<file path="src/design/wfha_pkg.sv">
// Package for the worst-fit hole allocator: item types and status codes.
// No dependencies; used by the allocator top level, the checker and the bench.
`default_nettype none

package wfha_pkg;

  // Input item
  typedef struct packed {
    logic        func;
    logic [15:0] size;
  } in_item_t;

  // Result item
  typedef struct packed {
    logic [1:0]  status;
    logic [3:0]  hole_index;
    logic [15:0] leftover;
    logic [19:0] total_leftover;
  } out_item_t;

  // Operation codes
  localparam logic FUNC_LOAD    = 1'b0;
  localparam logic FUNC_REQUEST = 1'b1;

  // Status codes
  localparam logic [1:0] ST_LOADED    = 2'd0;
  localparam logic [1:0] ST_ALLOCATED = 2'd1;
  localparam logic [1:0] ST_NOT_ALLOC = 2'd2;
  localparam logic [1:0] ST_FULL      = 2'd3;

  localparam int          FIELD_BITS = 16;
  localparam logic [19:0] SUM_MAX    = 20'hFFFFF;

endpackage

`default_nettype wire

</file>
<file path="src/design/wfha_table.sv">
// Hole table: size memory with registered read, and available flags.
// Depends on nothing; instantiated by worst_fit_hole_allocator_top.
`default_nettype none

module wfha_table #(
  parameter int DEPTH = 16,
  parameter int IW    = 4,
  parameter int SW    = 16
) (
  input  wire logic          clk,
  input  wire logic          rst,
  input  wire logic          wr_en,
  input  wire logic [IW-1:0] wr_addr,
  input  wire logic [SW-1:0] wr_data,
  input  wire logic          clr_en,
  input  wire logic [IW-1:0] clr_addr,
  input  wire logic [IW-1:0] rd_addr,
  output      logic [SW-1:0] rd_size,
  output      logic          rd_avail
);

  logic [SW-1:0] sizes [DEPTH];
  logic [DEPTH-1:0] avail;

  // Size memory: one write port, one registered read port
  always_ff @(posedge clk) begin
    if (wr_en) begin
      sizes[wr_addr] <= wr_data;
    end
    rd_size <= sizes[rd_addr];
  end

  // Available flags: set on load, cleared on grant
  always_ff @(posedge clk) begin
    if (rst) begin
      avail    <= '0;
      rd_avail <= 1'b0;
    end else begin
      if (wr_en) begin
        avail[wr_addr] <= 1'b1;
      end
      if (clr_en) begin
        avail[clr_addr] <= 1'b0;
      end
      rd_avail <= avail[rd_addr];
    end
  end

endmodule

`default_nettype wire

</file>
<file path="src/design/wfha_best.sv">
// Shared compare unit: keeps the largest available hole seen in a scan.
// Depends on nothing; instantiated by worst_fit_hole_allocator_top.
`default_nettype none

module wfha_best #(
  parameter int IW = 4,
  parameter int SW = 16
) (
  input  wire logic          clk,
  input  wire logic          rst,
  input  wire logic          clear,
  input  wire logic          en,
  input  wire logic          cand_avail,
  input  wire logic [SW-1:0] cand_size,
  input  wire logic [IW-1:0] cand_idx,
  output      logic          found,
  output      logic [SW-1:0] best_size,
  output      logic [IW-1:0] best_idx
);

  logic take;

  // Strict greater keeps the lowest index on ties
  assign take = en && cand_avail && (!found || (cand_size > best_size));

  always_ff @(posedge clk) begin
    if (rst || clear) begin
      found <= 1'b0;
    end else if (take) begin
      found <= 1'b1;
    end
    if (take) begin
      best_size <= cand_size;
      best_idx  <= cand_idx;
    end
  end

endmodule

`default_nettype wire

</file>
<file path="src/design/worst_fit_hole_allocator_top.sv">
// Worst-fit hole allocator top level: sequencer, counters, result register.
// Depends on wfha_pkg, wfha_table and wfha_best.
//
//   channel | valid     | stall     | payload
//   --------+-----------+-----------+-------------------------
//   input   | req_valid | req_stall | req_item (func, size)
//   output  | rsp_valid | rsp_stall | rsp_item (4 result fields)
//
// A load passes from the idle state to the result state. A request passes
// through the scan, drain and decide states first, or goes straight to the
// result state on an empty table. In the scan, one compare unit visits one
// table entry per cycle behind the registered memory read. req_stall is high
// from accept until the result moves into the output register; a result still
// held there by rsp_stall delays that move. Reset clears flags and counters.
`default_nettype none

module worst_fit_hole_allocator_top #(
  parameter int MAX_HOLES = 16,
  parameter int SIZE_BITS = 16
) (
  input  wire logic                clk,
  input  wire logic                rst,
  input  wire logic                req_valid,
  output      logic                req_stall,
  input  wire wfha_pkg::in_item_t  req_item,
  output      logic                rsp_valid,
  input  wire logic                rsp_stall,
  output      wfha_pkg::out_item_t rsp_item
);

  localparam int IW = (MAX_HOLES > 1) ? $clog2(MAX_HOLES) : 1;
  localparam int CW = $clog2(MAX_HOLES + 1);
  localparam int SW = (SIZE_BITS < wfha_pkg::FIELD_BITS) ? SIZE_BITS
                                                         : wfha_pkg::FIELD_BITS;
  localparam logic [CW-1:0] FULL_COUNT = CW'(MAX_HOLES);

  typedef enum logic [2:0] {
    S_IDLE,
    S_SCAN,
    S_DRAIN,
    S_DECIDE,
    S_RESULT
  } state_t;

  state_t              state;
  logic [CW-1:0]       count;
  logic [19:0]         sum;
  logic [SW-1:0]       req_size;
  logic [IW-1:0]       scan_idx;
  logic                cand_vld;
  logic [IW-1:0]       cand_idx;
  wfha_pkg::out_item_t res;

  logic          accept;
  logic          is_load;
  logic          is_full;
  logic [SW-1:0] in_size;
  logic          wr_en;
  logic          clr_en;
  logic          grant;
  logic          last_issue;
  logic          out_free;
  logic          rsp_load;
  logic [SW-1:0] rd_size;
  logic          rd_avail;
  logic          found;
  logic [SW-1:0] best_size;
  logic [IW-1:0] best_idx;
  logic [SW-1:0] left;
  logic [20:0]   sum_wide;
  logic [19:0]   sum_next;

  assign req_stall  = (state != S_IDLE);
  assign accept     = req_valid && !req_stall;
  assign is_load    = (req_item.func == wfha_pkg::FUNC_LOAD);
  assign is_full    = (count == FULL_COUNT);
  assign in_size    = req_item.size[SW-1:0];
  assign wr_en      = accept && is_load && !is_full;
  assign last_issue = (CW'(scan_idx) == (count - CW'(1)));
  assign out_free   = !rsp_valid || !rsp_stall;
  assign rsp_load   = (state == S_RESULT) && out_free;

  // Grant decision and saturating running total
  assign grant    = found && (best_size >= req_size);
  assign left     = best_size - req_size;
  assign sum_wide = {1'b0, sum} + 21'(left);
  assign sum_next = (sum_wide > {1'b0, wfha_pkg::SUM_MAX}) ? wfha_pkg::SUM_MAX
                                                           : sum_wide[19:0];
  assign clr_en   = (state == S_DECIDE) && grant;

  wfha_table #(
    .DEPTH (MAX_HOLES),
    .IW    (IW),
    .SW    (SW)
  ) u_table (
    .clk      (clk),
    .rst      (rst),
    .wr_en    (wr_en),
    .wr_addr  (count[IW-1:0]),
    .wr_data  (in_size),
    .clr_en   (clr_en),
    .clr_addr (best_idx),
    .rd_addr  (scan_idx),
    .rd_size  (rd_size),
    .rd_avail (rd_avail)
  );

  wfha_best #(
    .IW (IW),
    .SW (SW)
  ) u_best (
    .clk        (clk),
    .rst        (rst),
    .clear      (accept),
    .en         (cand_vld),
    .cand_avail (rd_avail),
    .cand_size  (rd_size),
    .cand_idx   (cand_idx),
    .found      (found),
    .best_size  (best_size),
    .best_idx   (best_idx)
  );

  // Sequencer, counters and output register
  always_ff @(posedge clk) begin
    if (rst) begin
      state     <= S_IDLE;
      count     <= '0;
      sum       <= '0;
      scan_idx  <= '0;
      cand_vld  <= 1'b0;
      rsp_valid <= 1'b0;
    end else begin
      cand_vld <= (state == S_SCAN);
      cand_idx <= scan_idx;
      // Output register: load a finished result, or empty once taken
      if (rsp_load) begin
        rsp_item  <= res;
        rsp_valid <= 1'b1;
      end else if (!rsp_stall) begin
        rsp_valid <= 1'b0;
      end
      unique case (state)
        S_IDLE: begin
          if (accept) begin
            res.total_leftover <= sum;
            res.leftover       <= '0;
            if (is_load) begin
              if (is_full) begin
                res.status     <= wfha_pkg::ST_FULL;
                res.hole_index <= '0;
              end else begin
                res.status     <= wfha_pkg::ST_LOADED;
                res.hole_index <= 4'(count);
                count          <= count + CW'(1);
              end
              state <= S_RESULT;
            end else begin
              req_size       <= in_size;
              scan_idx       <= '0;
              res.status     <= wfha_pkg::ST_NOT_ALLOC;
              res.hole_index <= '0;
              if (count == '0) begin
                state <= S_RESULT;
              end else begin
                state <= S_SCAN;
              end
            end
          end
        end
        S_SCAN: begin
          if (last_issue) begin
            state <= S_DRAIN;
          end else begin
            scan_idx <= scan_idx + IW'(1);
          end
        end
        S_DRAIN: begin
          state <= S_DECIDE;
        end
        S_DECIDE: begin
          if (grant) begin
            res.status         <= wfha_pkg::ST_ALLOCATED;
            res.hole_index     <= 4'(best_idx);
            res.leftover       <= 16'(left);
            res.total_leftover <= sum_next;
            sum                <= sum_next;
          end
          state <= S_RESULT;
        end
        S_RESULT: begin
          if (out_free) begin
            state <= S_IDLE;
          end
        end
        default: begin
          state <= S_IDLE;
        end
      endcase
    end
  end

endmodule

`default_nettype wire

</file>
<file path="config.mk">
export PLATFORM = sky130hd
export DESIGN_NAME = worst_fit_hole_allocator_top
export DESIGN_NICKNAME = d
export VERILOG_FILES = /design/src/design/wfha_pkg.sv /design/src/design/wfha_table.sv /design/src/design/wfha_best.sv /design/src/design/worst_fit_hole_allocator_top.sv
export SDC_FILE = /design/constraint.sdc
export NUM_CORES = 1
export LEC_CHECK = 0
export ABC_AREA = 1
export BUFFER_PORTS_ARGS = -buffer_cell sky130_fd_sc_hd__clkbuf_2
export CAP_MARGIN = 20
export CELL_PAD_IN_SITES_DETAIL_PLACEMENT = 0
export CELL_PAD_IN_SITES_GLOBAL_PLACEMENT = 1
export CORE_MARGIN = 2
export CORE_UTILIZATION = 35
export DETAILED_ROUTE_END_ITERATION = 8
export PLACE_DENSITY_LB_ADDON = 0.1
export SLEW_MARGIN = 15
export SYNTH_ARGS = -nofsm -noshare
export SYNTH_HDL_FRONTEND = slang
export SYNTH_SLANG_ARGS = --single-unit
</file>
<file path="constraint.sdc">
create_clock -name clk -period 5.7 [get_ports clk]
set_clock_uncertainty 0.15 [all_clocks]
set_input_delay 0 -clock clk [delete_from_list [all_inputs] [get_ports clk]]
set_output_delay 0 -clock clk [all_outputs]
set_load 0.1 [all_outputs]
</file>
==> results of run 1 <==
metrics by stage:
| step | cells | utilization | hold WS (ns) | area [um^2] | setup slack, ns |
|---|---|---|---|---|---|
| 6_report | 2658 | 0.409 | 0.203 | 22500 | 1.56 |
| 5_1_grt | 2658 | 0.409 | 0.253 | 22500 | 1.06 |
| 4_1_cts | 2657 | 0.409 | 0.172 | 22500 | 1.48 |
| 3_5_place_dp | 2541 | 0.375 | 0.182 | 20600 | 1.52 |
| 3_3_place_gp | 2541 | 0.375 | 0.183 | 20600 | 1.50 |
| 2_1_floorplan | 1785 | - | -0.0511 | 19400 | 1.30 |
metal layers:
| metal | vias to the layer above | track usage | wire length (um) |
|---|---|---|---|
| met3 | 68 | 0.0262 | 2350 |
| met1 | 6446 | 0.255 | 24300 |
| met5 | - | 0 | 0 |
| li1 | 6408 | - | - |
| met2 | 274 | 0.309 | 25300 |
| met4 | 0 | 0.0528 | 1010 |
cell families (layout without fill, tap and decap cells):
group | Yosys count | in the layout | share of synthesized area
DFF | 448 | 448 | 0.657
AOI/OAI and AO/OA | 350 | 350 | 0.105
xor gates and xnor gates | 23 | 23 | 0.0104
adders and majority gates | 58 | 58 | 0.0381
buffers and inverters | 251 | 376 | 0.0511
and+or+nand+nor | 655 | 655 | 0.138
worst max path at each step:
stage / end / cells after the start
after floorplan: res[0]$_DFFE_PP_ / 12
after global placement: res[13]$_DFFE_PP_ / 25
after detailed placement: res[13]$_DFFE_PP_ / 25
after CTS: res[13]$_DFFE_PP_ / 25
after global routing: res[13]$_DFFE_PP_ / 26
final: res[13]$_DFFE_PP_ / 25
cell usage in the layout, fill, tap and decap left out, drive strengths merged, types with 4 or more instances in the layout:
master	instances
ha	56
nor2	281
buf	22
nand2	264
a21oi	55
o221ai	43
dfxtp	68
inv	176
bufinv	5
clkinv	25
nor3	8
dlygate4sd3	22
nand3b	9
nand3	78
xnor2	8
o22ai	21
edfxtp	380
clkbuf	124
nand4	8
o21ai	185
a31oi	12
xor2	15
and2	4
o211ai	24
where the power goes:
| part | total (mW) | switching (mW) | internal [mW] |
|---|---|---|---|
| clock network | 3.20 | 1.33 | 1.86 |
| registers | 3.79 | 0.0687 | 3.72 |
| logic | 1.00 | 0.757 | 0.245 |
| total | 7.98 | 2.16 | 5.83 |
registers in the layout, indices dropped and copies added (netlist names), 5 cells and up:
| name | count |
|---|---|
| u_table.sizes | 256 |
| res | 42 |
| rsp_item | 42 |
| sum | 20 |
| req_size | 16 |
| u_best.best_size | 16 |
| u_table.avail | 16 |
| u_table.rd_size | 16 |
| count | 5 |
critical path: cells and delay by family, from the launching register on:
kind            cells  cell delay (ns)
fa+ha+maj           3             0.91
compound gates      3             0.36
flops               1             0.37
buf+inv             5             0.40
simple gates       14             1.62
area by class of cell:
type / instances / area (um^2)
timing repair buffer: 108 / 738
clock inverter: 34 / 339
tap: 748 / 936
clock buffer: 60 / 1300
fill: 5293 / 32500
multi-input combinational: 1086 / 5770
sequential: 448 / 12800
inverter: 174 / 654
==> results.md, run 1 <==
* Total Power at 7.98 mW
* Crit Path Max Fanout at 31
* Worst-Margin Slew at 1.02 ns
* Crit-path slowest cell: nand3_2
* Die width at 240 um
* Input/output buffers at 64
* Tcrit/Tclk final at 0.726
* Site row count at 86
* Final Critical Period at 4.14 ns
* Hold path startpoint: req_item[16]
* Initial antenna violation count at 0
* DR iter-0 viols at 1039
* Max clock buf depth at 3
* Synth Flop Type: edfxtp_1
* LEAKAGE at 8.60 nW
* Clk slew on worst S/H paths at 0.06 ns
* Nets at 1947
* Setup violators final at 0
* Rel. slew slack at 0.319
* Drc violations at 0
* Critical path type: flip-flop to flip-flop
* Layout cells sized above 1 at 0.106
* Seq/Total Area, Yosys at 0.657
* Vias in the first global route at 12900
* Routability congestion estimate at 0.839
* Cts repair resizes at 0
* Outcome: finished, final reports clean
* Antenna Nets Post-Route at 0
* Core area at 0.0550 mm^2
* DR vias/cell at 4.96
* CP endpoint kind: flip-flop
* Largest net degree at the start of global routing at 83
* Setup TNS at 0 ns
* Count leader, synth: edfxtp_1
* Die H at 240 um
* Library cells used by synthesis at 44
* Initial Utilization at 0.353
* Leading area contributor after synthesis: edfxtp_1
* Tot GR Track Use at 0.186
* Max incr delay on CP at 0.47 ns
* Netlist Area Pre-Place at 0.0194 mm^2
* Sink Count at 448
* Die ar. at 0.0574 mm^2
* Synthesized area per cell at 10.9 um^2
* Dpl hpwl at 33200 um
* CTS root buffer: clkbuf_16
* Vias at 13200
* Reg2Reg Setup Slack at 1.56 ns
* GRT overflow at 0
* Max-slew violations at 0
* Hold path cells at 3
* Worst hold path class: input port to flip-flop
* Worst Hold End: res[40]$_SDFFCE_PN1P_
* Max Clk Rate at 242 MHz
* VDD IR-drop max at 0.202 mV
* CP startpoint: req_size[0]$_DFFE_PP_
* CTS H-tree lvls at 2
* Hold Buf Count CTS at 22
* Post-synth ARST share at 0
* Top cells by count, synth: edfxtp_1, nor2_1, nand2_1
* Crit start category: flip-flop
* Max_cap viols at 0
* CP dominant cell by count: nand2_1
* TritonCTS clock tree: done
* Syn Nets at 1864
* RR Startpoint: req_size[0]$_DFFE_PP_
* Critical path arrival at 4.30 ns
* FF-to-FF End: res[13]$_DFFE_PP_
* CP required at 5.86 ns
* Routed WL at 53000 um
* Cts bufs inserted at 50
* WL/cell at 19.9 um
* Worst r2r path cells at 25
* Yosys reg bits at 448
* Top post-synthesis cells by area: edfxtp_1, dfxtp_1, nor2_1
* Hold Fails Final Rpt at 0
* Ports at 65
* YS warnings at 0
* Synth Instances at 1785
* Later-pin clock latency in the skew report at 0.60 ns
* Cell Pwr Density at 355 mW/mm^2
* Syn-to-layout area delta at 15.8%
* Global-route wire length before repair at 79500 um
* N_diodes at 0
* DRT Pass-1 Iters at 5
* Post-synth EDFFs at 380
* RSZ-0062 raised after global routing: false
* Post-synth top area share at 0.587
* Setup Fix Bufs, Post-CTS at 0
No activity file was read; power rests on OpenSTA's default activity.
==> run 2, diff against run 1 <==
==> constraint.sdc (replaced) <==
create_clock -name clk -period 4.35 [get_ports clk]
set_clock_uncertainty 0.15 [all_clocks]
set_input_delay 0 -clock clk [delete_from_list [all_inputs] [get_ports clk]]
set_output_delay 0 -clock clk [all_outputs]
set_load 0.1 [all_outputs]
==> run 2 against run 1 <==
Net effect: utilization fell by 0.098 points; sequential cell count did not move; largest cell class unchanged; register-to-register slack got worse by 1.1 ns; critical path depth fell by 3; fmax rose by 6.0%; power rose by 29%; via count rose by 0.61%; routed wire length rose by 2.3%; hold slack barely moved.
==> results.md, run 2 (same netlist as run 1, synthesis figures left out) <==
* Largest registers: u_table.sizes (256), res (42), rsp_item (42)
* Largest register by flop count: u_table.sizes
* Hold path cells at 3
* CTS root buffer: clkbuf_16
* DR iter-0 viols at 845
* Max Clk Rate at 256 MHz
* Max clock buf depth at 3
* Die ar. at 0.0574 mm^2
* Routed WL at 54200 um
* Setup Fix Bufs, Post-CTS at 0
* Initial antenna violation count at 1
* Antenna Nets Post-Route at 0
* Worst hold path class: input port to flip-flop
* DR vias/cell at 5.00
* Layout cells sized above 1 at 0.103
* Worst-Margin Slew at 0.891 ns
* Rel. slew slack at 0.405
* Nets at 1947
* VDD IR-drop max at 0.340 mV
* Critical path type: flip-flop to flip-flop
* RR Startpoint: req_size[0]$_DFFE_PP_
* LEAKAGE at 8.56 nW
* Routability congestion estimate at 0.882
* Placement Setup Slack at 0.423 ns
* Clk slew on worst S/H paths at 0.06 ns
* Largest net degree at the start of global routing at 124
* Core area at 0.0550 mm^2
* RSZ-0062 raised after global routing: false
* Final Critical Period at 3.91 ns
* Syn-to-layout area delta at 15.6%
* Sink Count at 448
* Max-slew violations at 0
* Crit Path Max Fanout at 13
* Fillers at 5300
* Cell Pwr Density at 459 mW/mm^2
* Global-route wire length before repair at 81600 um
* FF-to-FF End: res[2]$_DFFE_PP_
* Ports at 65
* Commonest non-fill, non-tap cell in the layout: edfxtp_1
* TritonCTS clock tree: done
* Hold Fails Final Rpt at 0
* Cell Area, Placed at 0.0207 mm^2
* Cts bufs inserted at 49
* Worst Hold End: res[40]$_SDFFCE_PN1P_
* Multi-input logic area at 0.00579 mm^2
* CTS H-tree lvls at 2
* Worst r2r path cells at 22
* Final Instance Area at 0.0225 mm^2
* Drc violations at 0
* Crit start category: flip-flop
* Setup violators final at 0
* WL/cell at 20.4 um
* Die H at 240 um
* Tcrit/Tclk final at 0.898
* Setup TNS at 0 ns
* Setup ws final at 0.445 ns
* Input/output buffers at 64
* Max reg flops at 256
* Vias in the first global route at 13100
* Later-pin clock latency in the skew report at 0.61 ns
* Site row count at 86
* Most frequent cells in the layout: edfxtp_1, nor2_1, nand2_1
* CP endpoint kind: flip-flop
* Register Area at 0.0128 mm^2
* Vias at 13300
* DRT Pass-1 Iters at 7
* Die width at 240 um
* Reg2Reg Setup Slack at 0.44 ns
* Tot GR Track Use at 0.190
* Initial Utilization at 0.353
* Critical path arrival at 4.11 ns
* GRT overflow at 0
* Hold path startpoint: req_item[16]
* N_diodes at 0
* Outcome: finished, final reports clean
* Dpl hpwl at 32600 um
* CP required at 4.56 ns
* Max_cap viols at 0
## run 2: routing by layer
layer  track usage  share of wire  up-vias
li1              -              -     6397
met1         0.246           0.45     6547
met2         0.334           0.50      259
met3        0.0251          0.035       72
met4        0.0527          0.021        2
met5             0        0.00024        -
## run 2: how the worst max path moves through the flow
| stage | end | slack, ns | from |
|---|---|---|---|
| floorplan | res[0]$_DFFE_PP_ | 0.81 | req_size[0]$_DFFE_PP_ |
| global placement | res[2]$_DFFE_PP_ | 0.50 | req_size[0]$_DFFE_PP_ |
| detailed placement | res[2]$_DFFE_PP_ | 0.42 | req_size[0]$_DFFE_PP_ |
| CTS | res[2]$_DFFE_PP_ | 0.41 | req_size[0]$_DFFE_PP_ |
| global route | res[1]$_DFFE_PP_ | 0.06 | u_best.best_size[0]$_DFFE_PP_ |
| finish | res[2]$_DFFE_PP_ | 0.44 | req_size[0]$_DFFE_PP_ |
## run 2: metrics by stage
step	std cells	hold WS [ns]	utilization	total power [mW]
finish	2656	0.203	0.409	10.3
global route	2656	0.243	0.409	10.7
CTS	2656	0.177	0.409	10.4
detailed placement	2543	0.166	0.376	6.36
global placement	2543	0.160	0.376	6.35
floorplan	1785	-0.0511	-	5.93
## run 2: layout make-up
class | instances | share of cell area
tap | 748 | 0.0417
sequential | 448 | 0.569
clock buffer | 73 | 0.0617
clock inverter | 18 | 0.00791
timing repair buffer | 109 | 0.0329
multi-input combinational | 1086 | 0.258
inverter | 174 | 0.0291
## run 2: report_power, final
part	internal (mW)	total, mW	switching, mW
Combinational	0.321	1.30	0.975
Sequential	4.87	4.97	0.104
Clock	2.28	4.04	1.75
Total	7.47	10.3	2.83
## run 2: what timing repair did
action,in CTS,in global routing
hold endpoints to repair,344,0
hold buffers,22,0
resized for setup,0,0
## run 2: worst max-delay path, cell delays in order (launching register included)
cell,delay [ns]
edfxtp_1,0.38
ha_1,0.24
fa_1,0.38
inv_1,0.08
nand3_1,0.07
nand2_1,0.12
nand2_1,0.06
nand2_1,0.16
nand3_1,0.10
nand3_1,0.09
xor2_1,0.29
ha_1,0.31
nand2_1,0.08
inv_1,0.05
nand2_1,0.06
nand2_1,0.08
a21oi_1,0.18
nand2_2,0.09
nand3_2,0.17
buf_4,0.22
o21ai_0,0.13
nand2_1,0.08
nand2_1,0.05
==> run 3, diff against run 2 <==
--- a/config.mk
+++ b/config.mk
@@ -11,7 +11,7 @@
 export CELL_PAD_IN_SITES_DETAIL_PLACEMENT = 0
 export CELL_PAD_IN_SITES_GLOBAL_PLACEMENT = 1
 export CORE_MARGIN = 2
-export CORE_UTILIZATION = 35
+export CORE_UTILIZATION = 45
 export DETAILED_ROUTE_END_ITERATION = 8
 export PLACE_DENSITY_LB_ADDON = 0.1
 export SLEW_MARGIN = 15
==> run 3 against run 2 <==
Net effect: fmax fell by 0.55%; register-to-register slack got worse by 0.02 ns; cell area fell by 1.1%; die area fell by 22%; highest routed layer is now met4.
==> results.md, run 3 (same netlist as run 1, synthesis figures left out) <==
* Max incr delay on CP at 0.39 ns
* LEAKAGE at 8.57 nW
* DRT Pass-1 Iters at 5
* Die ar. at 0.0449 mm^2
* Critical path type: flip-flop to flip-flop
* Cell Pwr Density at 454 mW/mm^2
* Crit-path slowest cell: fa_1
* Setup violators final at 0
* WL/cell at 19.6 um
* CTS H-tree lvls at 2
* Largest net degree at the start of global routing at 77
* VDD IR-drop max at 0.370 mV
* Drc violations at 0
* Initial Utilization at 0.453
* Crit path max-delay family: simple AND/OR/NAND/NOR gates
* Routed WL at 49000 um
* Worst-Margin Slew at 0.834 ns
* N_diodes at 0
* Crit start category: flip-flop
* Input/output buffers at 64
* Max clock buf depth at 3
* Tot GR Track Use at 0.222
* DR vias/cell at 5.27
* Antenna Nets Post-Route at 0
* Routability congestion estimate at 0.826
* CTS root buffer: clkbuf_16
* TritonCTS clock tree: done
* Largest register by flop count: u_table.sizes
* Initial antenna violation count at 0
* Tcrit/Tclk final at 0.903
* Largest registers: u_table.sizes (256), res (42), rsp_item (42)
* Cells along the critical path: inv_1 -> ha_1 -> fa_1 -> inv_1 -> nand3_1 -> nand2_1 -> nand2_1 -> nand2_1 -> nand3_1 -> nand3_1 -> xor2_1 -> ha_1 -> nand2_1 -> inv_1 -> nand2_1 -> nand2_1 -> a21oi_1 -> nand2_2 -> nand3_2 -> buf_12 -> o21ai_0 -> nand2_1 -> nand2_1
* CP required at 4.53 ns
* Ports at 65
* Core area at 0.0429 mm^2
* RSZ-0062 raised after global routing: false
* Clk slew on worst S/H paths at 0.06 ns
* Max Clk Rate at 255 MHz
* Max_cap viols at 0
* Worst hold path class: input port to flip-flop
* Nets at 1952
* Final Instance Area at 0.0222 mm^2
* GRT overflow at 0
* Die H at 212 um
* CP dominant cell by count: nand2_1
* Vias at 13100
* Most frequent cells in the layout: edfxtp_1, nor2_1, nand2_1
* Vias in the first global route at 12800
* Die width at 212 um
* Global-route wire length before repair at 74800 um
* Crit Path Max Fanout at 19
* Final Critical Period at 3.93 ns
* Layout cells sized above 1 at 0.108
* Later-pin clock latency in the skew report at 0.59 ns
* Cell Area, Placed at 0.0205 mm^2
* Hold Fails Final Rpt at 0
* Cts bufs inserted at 47
* Site row count at 76
* Critical path arrival at 4.11 ns
* CP endpoint kind: flip-flop
* Outcome: finished, final reports clean
* Cts repair resizes at 0
* Sink Count at 448
* Worst path bufs/invs at 4
* Rel. slew slack at 0.444
* Dpl hpwl at 30200 um
* Max reg flops at 256
* Setup TNS at 0 ns
* Max-slew violations at 0
* Syn-to-layout area delta at 14.3%
* Commonest non-fill, non-tap cell in the layout: edfxtp_1
* DR iter-0 viols at 905
[run 3: cell count changes in the layout (fill, tap and decap cells not counted), moves of 4 or more]
cell      before  now
buf_4         21   26
clkbuf_8       7    3
clkbuf_1      17   11
nor2_2         6   15
nor2_4        13    4
[run 3: report_power, final]
group	total, mW	switching, mW	internal, mW
Sequential	4.95	0.0864	4.87
Combinational	1.28	0.957	0.322
Clock	3.84	1.68	2.16
Total	10.1	2.73	7.35
[run 3: stage by stage]
step / power, mW / setup slack [ns] / cells / util / hold WS (ns)
finish: 10.1 / 0.423 / 2497 / 0.518 / 0.241
global route: 10.5 / 0.0328 / 2497 / 0.518 / 0.223
detailed placement: 6.32 / 0.425 / 2387 / 0.478 / 0.161
floorplan: 5.93 / 0.806 / 1785 / - / -0.0511
global placement: 6.31 / 0.524 / 2386 / 0.478 / 0.148
CTS: 10.2 / 0.409 / 2497 / 0.518 / 0.192
[run 3: routing by layer]
metal  up-vias  wire (um)  track usage
li1       6417          -            -
met2       331      23700        0.379
met3        85       2300       0.0375
met5         -          0            0
met1      6314      21700        0.291
met4         0       1370       0.0695
[run 3: repair_timing]
item / CTS / global route
hold buffers: 22 / 0
setup buffers: 0 / 0
endpoints found under the hold margin: 341 / 0
[run 3: cell type report]
class	instances	area (um^2)
fill	3803	20700
sequential	448	12800
multi-input combinational	1086	5750
clock buffer	62	1280
timing repair buffer	116	816
tap	585	732
inverter	174	654
clock inverter	26	210
[run 3: final timing paths]
path | start | slack, ns | end | cells past startpoint
worst max-delay path | u_best.best_size[0]$_DFFE_PP_ | 0.42 | res[2]$_DFFE_PP_ | 23
worst min-delay path | req_item[6] | 0.24 | u_table.sizes[3][6]$_DFFE_PP_ | 2
worst max register to register | u_best.best_size[0]$_DFFE_PP_ | 0.42 | res[2]$_DFFE_PP_ | 23
worst min register to register | cand_idx[0]$_DFFE_PN_ | 0.27 | u_best.best_idx[0]$_DFFE_PP_ | 0
